<file path="config.mk">
export PLATFORM = sky130hd
export DESIGN_NAME = tam_scale_rnd
export DESIGN_NICKNAME = d
export VERILOG_FILES = /design/src/sv/tam_pkg.sv /design/src/sv/tam_scale_rnd.sv
export SDC_FILE = /design/constraint.sdc
export NUM_CORES = 2
export LEC_CHECK = 0
export BUFFER_PORTS_ARGS = -buffer_cell sky130_fd_sc_hd__buf_2
export CAP_MARGIN = 40
export CORE_AREA = 3 3 180 217
export DETAILED_ROUTE_END_ITERATION = 12
export DIE_AREA = 0 0 183 220
export PLACE_DENSITY = 0.92
export SYNTH_ARGS = -nofsm -noshare
export SYNTH_HDL_FRONTEND = slang
export SYNTH_SLANG_ARGS = --single-unit
</file>
<file path="constraint.sdc">
create_clock -name clk -period 6.8 [get_ports clk]
set_input_delay 1.36 -clock clk [delete_from_list [all_inputs] [get_ports clk]]
set_output_delay 1.36 -clock clk [all_outputs]
set_load 0.05 [all_outputs]
</file>
<file path="src/sv/tam_pkg.sv">
// Shared types, constants and term helpers for the TRS to affine matrix block.
package tam_pkg;

  localparam int unsigned TransW = 32;
  localparam int unsigned QuatW  = 16;
  localparam int unsigned ScaleW = 16;
  localparam int unsigned ProdW  = 2 * QuatW;
  localparam int unsigned TermW  = ProdW + 3;
  localparam int unsigned WideW  = TermW + ScaleW;
  localparam int unsigned EntryW = 32;
  localparam int unsigned RndSh  = 14;
  localparam int unsigned NumEnt = 9;

  typedef logic signed [TransW-1:0] trans_t;
  typedef logic signed [QuatW-1:0]  quat_t;
  typedef logic signed [ScaleW-1:0] scale_t;
  typedef logic signed [ProdW-1:0]  prod_t;
  typedef logic signed [TermW-1:0]  term_t;
  typedef logic signed [WideW-1:0]  wide_t;
  typedef logic signed [EntryW-1:0] entry_t;

  // 1.0 in the Q.28 product format
  localparam term_t OneQ28 = term_t'(64'sd1 <<< 28);

  // Load enables for the two stages held in each entry unit.
  typedef struct packed {
    logic s3;
    logic s4;
  } stage_en_t;

  function automatic term_t twice_sum(prod_t a, prod_t b);
    term_t s;
    s = term_t'(a) + term_t'(b);
    return s <<< 1;
  endfunction

  function automatic term_t twice_diff(prod_t a, prod_t b);
    term_t s;
    s = term_t'(a) - term_t'(b);
    return s <<< 1;
  endfunction

  function automatic term_t one_minus(prod_t a, prod_t b);
    return OneQ28 - twice_sum(a, b);
  endfunction

endpackage

</file>
<file path="src/sv/tam_scale_rnd.sv">
// One matrix entry: multiply by axis scale, then round to Q10.22 and saturate.
module tam_scale_rnd (
  input  logic               clk,
  input  tam_pkg::stage_en_t en,
  input  tam_pkg::term_t     term,
  input  tam_pkg::scale_t    scale,
  output tam_pkg::entry_t    q
);

  localparam int unsigned ShW = tam_pkg::WideW + 1 - tam_pkg::RndSh;

  tam_pkg::wide_t  prod_nxt;
  tam_pkg::wide_t  prod_r;
  logic signed [tam_pkg::WideW:0] rnd;
  logic signed [ShW-1:0]          shr;
  tam_pkg::entry_t q_nxt;
  tam_pkg::entry_t q_r;

  assign prod_nxt = tam_pkg::wide_t'(term) * tam_pkg::wide_t'(scale);

  always_ff @(posedge clk) begin
    if (en.s3) begin
      prod_r <= prod_nxt;
    end
    if (en.s4) begin
      q_r <= q_nxt;
    end
  end

  // Round half toward plus infinity, floor shift, clamp to 32 bits.
  always_comb begin
    rnd = (tam_pkg::WideW + 1)'(prod_r) + ((tam_pkg::WideW + 1)'(1) <<< (tam_pkg::RndSh - 1));
    shr = ShW'(rnd >>> tam_pkg::RndSh);
    if (shr[ShW-1:tam_pkg::EntryW-1] == '0 || shr[ShW-1:tam_pkg::EntryW-1] == '1) begin
      q_nxt = shr[tam_pkg::EntryW-1:0];
    end else if (shr[ShW-1]) begin
      q_nxt = {1'b1, {(tam_pkg::EntryW-1){1'b0}}};
    end else begin
      q_nxt = {1'b0, {(tam_pkg::EntryW-1){1'b1}}};
    end
  end

  assign q = q_r;

endmodule

</file>
=== Word level (Yosys, flattened, before mapping) ===
Cells that the tools add are included.

* Register bits: 83

* Add/sub/neg operators: 1
* Multiply operators: 1
* Equality and inequality tests: 1
* Multiplexer cells: 2
* Reduce and logical (&&, ||, !) cells: 2

{| class="wikitable"
|+ Operator list
! kind !! count
|-
| 2-to-1 mux 32 bit || 2
|-
| adder 51 x 15 -> 52 bit, second input constant || 1
|-
| multiplier 35 x 16 -> 51 bit || 1
|-
| equality test 7 bit, second input constant || 1
|-
| zero test 7 bit || 1
|-
| logical OR 1 bit || 1
|}

=== Depth between registers and ports, before layout ===
* Depth in word-level cells: 4
* Gate-level depth with buffers: 24
* Gate-level depth less buffers: 22

=== Least setup slack after synthesis ===
OpenSTA, ideal clock, no wires.

* Kind: input-to-reg
* Start: input port scale[7]
* End: register prod_r[48], data pin
* Arrival: 7,047 ps
* Data required time: 6,542 ps
* Slack: -504 ps
* Stages: 23
* Path buffers: 2
* Cell sequence: clkbuf_1 -> clkbuf_1 -> nand2_1 -> fa_1 -> inv_1 -> fa_1 -> inv_1 -> fa_1 -> inv_1 -> fa_1 -> fa_1 -> inv_1 -> fa_1 -> inv_1 -> ha_1 -> nand3_1 -> o41ai_1 -> a41oi_1 -> a2111oi_2 -> nor3_1 -> o31ai_1 -> a21oi_1 -> xnor2_1

* Longest elaborated chain between the ends: 1

{| class="wikitable"
|+ RTL lines
! what !! line !! source
|-
| start, declared || tam_scale_rnd.sv:6 || <nowiki>input tam_pkg::scale_t scale,</nowiki>
|-
| multiplier 35 x 16 -> 51 bit || tam_scale_rnd.sv:19 || <nowiki>assign prod_nxt = tam_pkg::wide_t'(term) * tam_pkg::wide_t'(scale);</nowiki>
|-
| via prod_nxt[48] || tam_scale_rnd.sv:12 || <nowiki>tam_pkg::wide_t prod_nxt;</nowiki>
|-
| end signal, assigned || tam_scale_rnd.sv:23 || <nowiki>prod_r <= prod_nxt;</nowiki>
|-
| end, declared || tam_scale_rnd.sv:13 || <nowiki>tam_pkg::wide_t prod_r;</nowiki>
|}

The timed path passes the listed nets, and every way through them passes these cells.
A chain may end at the register's enable or synchronous reset.

=== Final worst setup path ===
* Start: input port scale[7]
* End: register prod_r[40], data pin

The elaborated chain is that of the path after synthesis.

==> impl_metrics.py <==
metrics = {
    "floorplan": {
        "core_mm2": 0.03700,
        "die_w_um": 183,
        "boundaryPins": 86,
        "start_util_pct": 59.95,
        "dieArea_mm2": 0.04026,
        "chipHeight_um": 220,
        "num_rows": 77,
    },
    "yosys": {
        "synth.top_cells.by_area": "fa_1, inv_1, edfxtp_1",
        "synth.top_cell.area_share_pct": 47.57,
        "synth_commonest_cells": "inv_1, fa_1, nand2_1, and2_1, ha_1",
        "syn_area_per_cell_um2": 9.370,
        "synth_largest_area_cell": "fa_1",
        "synth_warnings": 0,
        "netlist-cell-type-count": 63,
        "synth.yosys.seq_area_share_pct": 9.478,
        "syn_inst": 2367,
        "ys.flop_type": "edfxtp_1",
        "synth-seq-cells": 70,
        "synth.most_common_cell": "inv_1",
        "async_flop_share_pct": 0,
        "synth_nets": 3066,
        "synth_edf_count": 70,
        "syn_area_mm2": 0.02218,
    },
    "global_routing": {
        "grt_pass1_vias": 21250,
        "grt_use_total_pct": 33.80,
        "grt_pass1_wl_um": 105200,
        "grt_max_degree": 39,
        "gr-total-overflow": 0,
        "antenna_found_initial": 5,
    },
    "final_layout": {
        "fillers": 2246,
        "fin_nets": 3358,
        "synthToLayoutAreaGrowth_pct": 21.26,
        "drive_gt1_share_pct": 23.43,
    },
    "cts": {
        "clk_pin_slew_ns": 0.06,
        "htree_levels": 3,
        "cts_sinks": 70,
        "cts-root-buf": "clkbuf_16",
        "cts_tree": "built",
        "holdBufCountCts": 0,
        "clk_latency_ns": 0.33,
        "cts_buffer_depth": 2,
        "cts-buffers-inserted": 9,
    },
    "job": {
        "maxCapViolCount": 0,
    },
    "route": {
        "via_per_inst": 5.999,
        "routedWlPerCell_um": 22.71,
        "antenna_left": 0,
        "first_pass_iters": 8,
        "drt_iter0_markers": 1782,
        "wl_um": 71360,
        "drc": 0,
        "via_count": 18860,
    },
    "timing": {
        "slew_headroom_pct": 42.52,
        "period_needed_ns": 7.108,
        "max_freq_mhz": 140.7,
        "rsz0062_at_grt": "yes",
        "finalClockSkew_ns": 0.006961,
        "fin_hold_ws_ns": 0.6706,
        "period_share_pct": 104.5,
        "tightest_slew_ns": 0.8622,
        "setup_ws_ns": -0.3082,
        "hold_violations": 0,
        "finalSetupViolCount": 22,
        "maxSlewViolCount": 0,
    },
    "placed_design": {
        "gp_congestion": 0.9688,
        "hpwl_um": 52310,
        "port_buffers": 85,
    },
    "worst_setup_path": {
        "path_class": "input port to flop",
        "cp_slowest_cell": "fa_1",
        "crit_end": "prod_r[40]",
        "critPathMaxStageDelay_ns": 0.57,
        "r2r_cells": 8,
        "crit_arrival_ns": 7.18,
        "path_depth": 26,
        "required_ns": 6.87,
        "critPathMostFrequentCell": "fa_1",
        "r2r_end": "q[0]",
        "path_delay_family": "adder cells",
        "critPathLaunch": "scale[7]",
        "timing.rr.start": "prod_r[19]",
        "path_buf_inv": 11,
        "startpoint_type": "input port",
        "path_max_fanout": 6,
        "cp-end-kind": "flop",
        "r2r_setup_slack_ns": 3.81,
    },
    "hold_path": {
        "worstHoldPathCells": 2,
        "min_path_type": "flop to flop",
    },
    "status": {
        "violations": "negative setup slack",
        "outcome": "finished, violations left",
    },
}
cell usage in the layout, fill, tap and decap left out, types with 16 or more instances in the layout:
| cell type | Yosys | routed |
|---|---|---|
| xnor2_1 | 42 | 42 |
| inv_2 | 0 | 35 |
| fa_2 | 0 | 29 |
| nor2_1 | 55 | 50 |
| buf_4 | 0 | 247 |
| and2_1 | 218 | 201 |
| ha_1 | 118 | 96 |
| ha_4 | 0 | 20 |
| o21ai_2 | 30 | 30 |
| buf_6 | 1 | 41 |
| nand2_1 | 345 | 324 |
| a21oi_1 | 43 | 29 |
| o21ai_0 | 22 | 16 |
| edfxtp_1 | 70 | 70 |
| buf_12 | 3 | 28 |
| and2_4 | 0 | 17 |
| inv_1 | 593 | 558 |
| buf_2 | 5 | 54 |
| a21o_1 | 29 | 28 |
| fa_1 | 527 | 498 |
| xor2_1 | 36 | 35 |
worst register-to-register path, delay by kind of cell, from the launching register on:
family,cells,cell delay (ns)
muxes,1,0.31
and+or+nand+nor,4,1.04
AOI/OAI and AO/OA,3,0.92
DFF,1,0.43
repair_timing:
action | in CTS | in global routing
pin swaps | 52 | 98
gates resized for setup | 117 | 171
buffers inserted | 9 | 24
setup endpoints to repair | 22 | 24
cloned | 3 | 0
cells by family after synthesis:
family	after synthesis	share of synthesized area, %
simple gates	699	15.41
buf+inv	697	12.08
fa+ha+maj	645	54.23
compound gates	176	5.591
xor+xnor	78	3.080
flops	70	9.478
mux	2	0.1354
metrics by stage:
stage	cell area (µm²)	setup TNS, ns	worst slack (ns)	instances	utilization, %
2_1_floorplan	22750	-0.1454	-0.1397	2367	-
3_3_place_gp	25160	-9.184	-0.4685	3088	68.00
3_5_place_dp	25180	-13.77	-0.6159	3089	68.06
4_1_cts	26020	-0.04006	-0.04006	3114	70.34
5_1_grt	26880	-8.026	-0.4923	3139	72.67
6_report	26890	-4.402	-0.3082	3143	72.70
layer usage:
layer  routed length, µm  part of all wire, %  track usage [%]  vias up
met4                7903                   11            27.13        2
met1               20260                   28            33.50     9203
li1                    -                    -                -     7563
met3                7112                   10            7.396      691
met5                  13                0.018                0        -
met2               36080                   51            60.68     1396
registers in the layout, indices dropped and copies added (netlist names):
name / cells
q: 32
prod_r: 38
area by class of cell:
cell class,count,area (µm²),share of cell area (%)
inverters,593,2226,8.276
diodes,6,15.01,0.05583
multi-input cells,1600,18290,68.00
clock inverters,5,51.30,0.1907
flip-flops and latches,70,2102,7.816
repair buffers,385,3390,12.60
clock buffers,10,229.0,0.8514
well taps,474,593.1,2.205
worst min path at each step:
stage               startpoint    end  slack [ns]
finish              prod_r[33]  q[19]        0.67
global route        prod_r[22]   q[8]        0.71
CTS                 prod_r[22]   q[8]        0.67
detailed placement  prod_r[33]  q[19]        0.65
global placement    prod_r[33]  q[19]        0.64
floorplan           prod_r[33]  q[19]        0.60
Power is left out: the tool's default activity adds up to more than one toggle a clock period on the data nets, which glitch-free logic cannot reach.
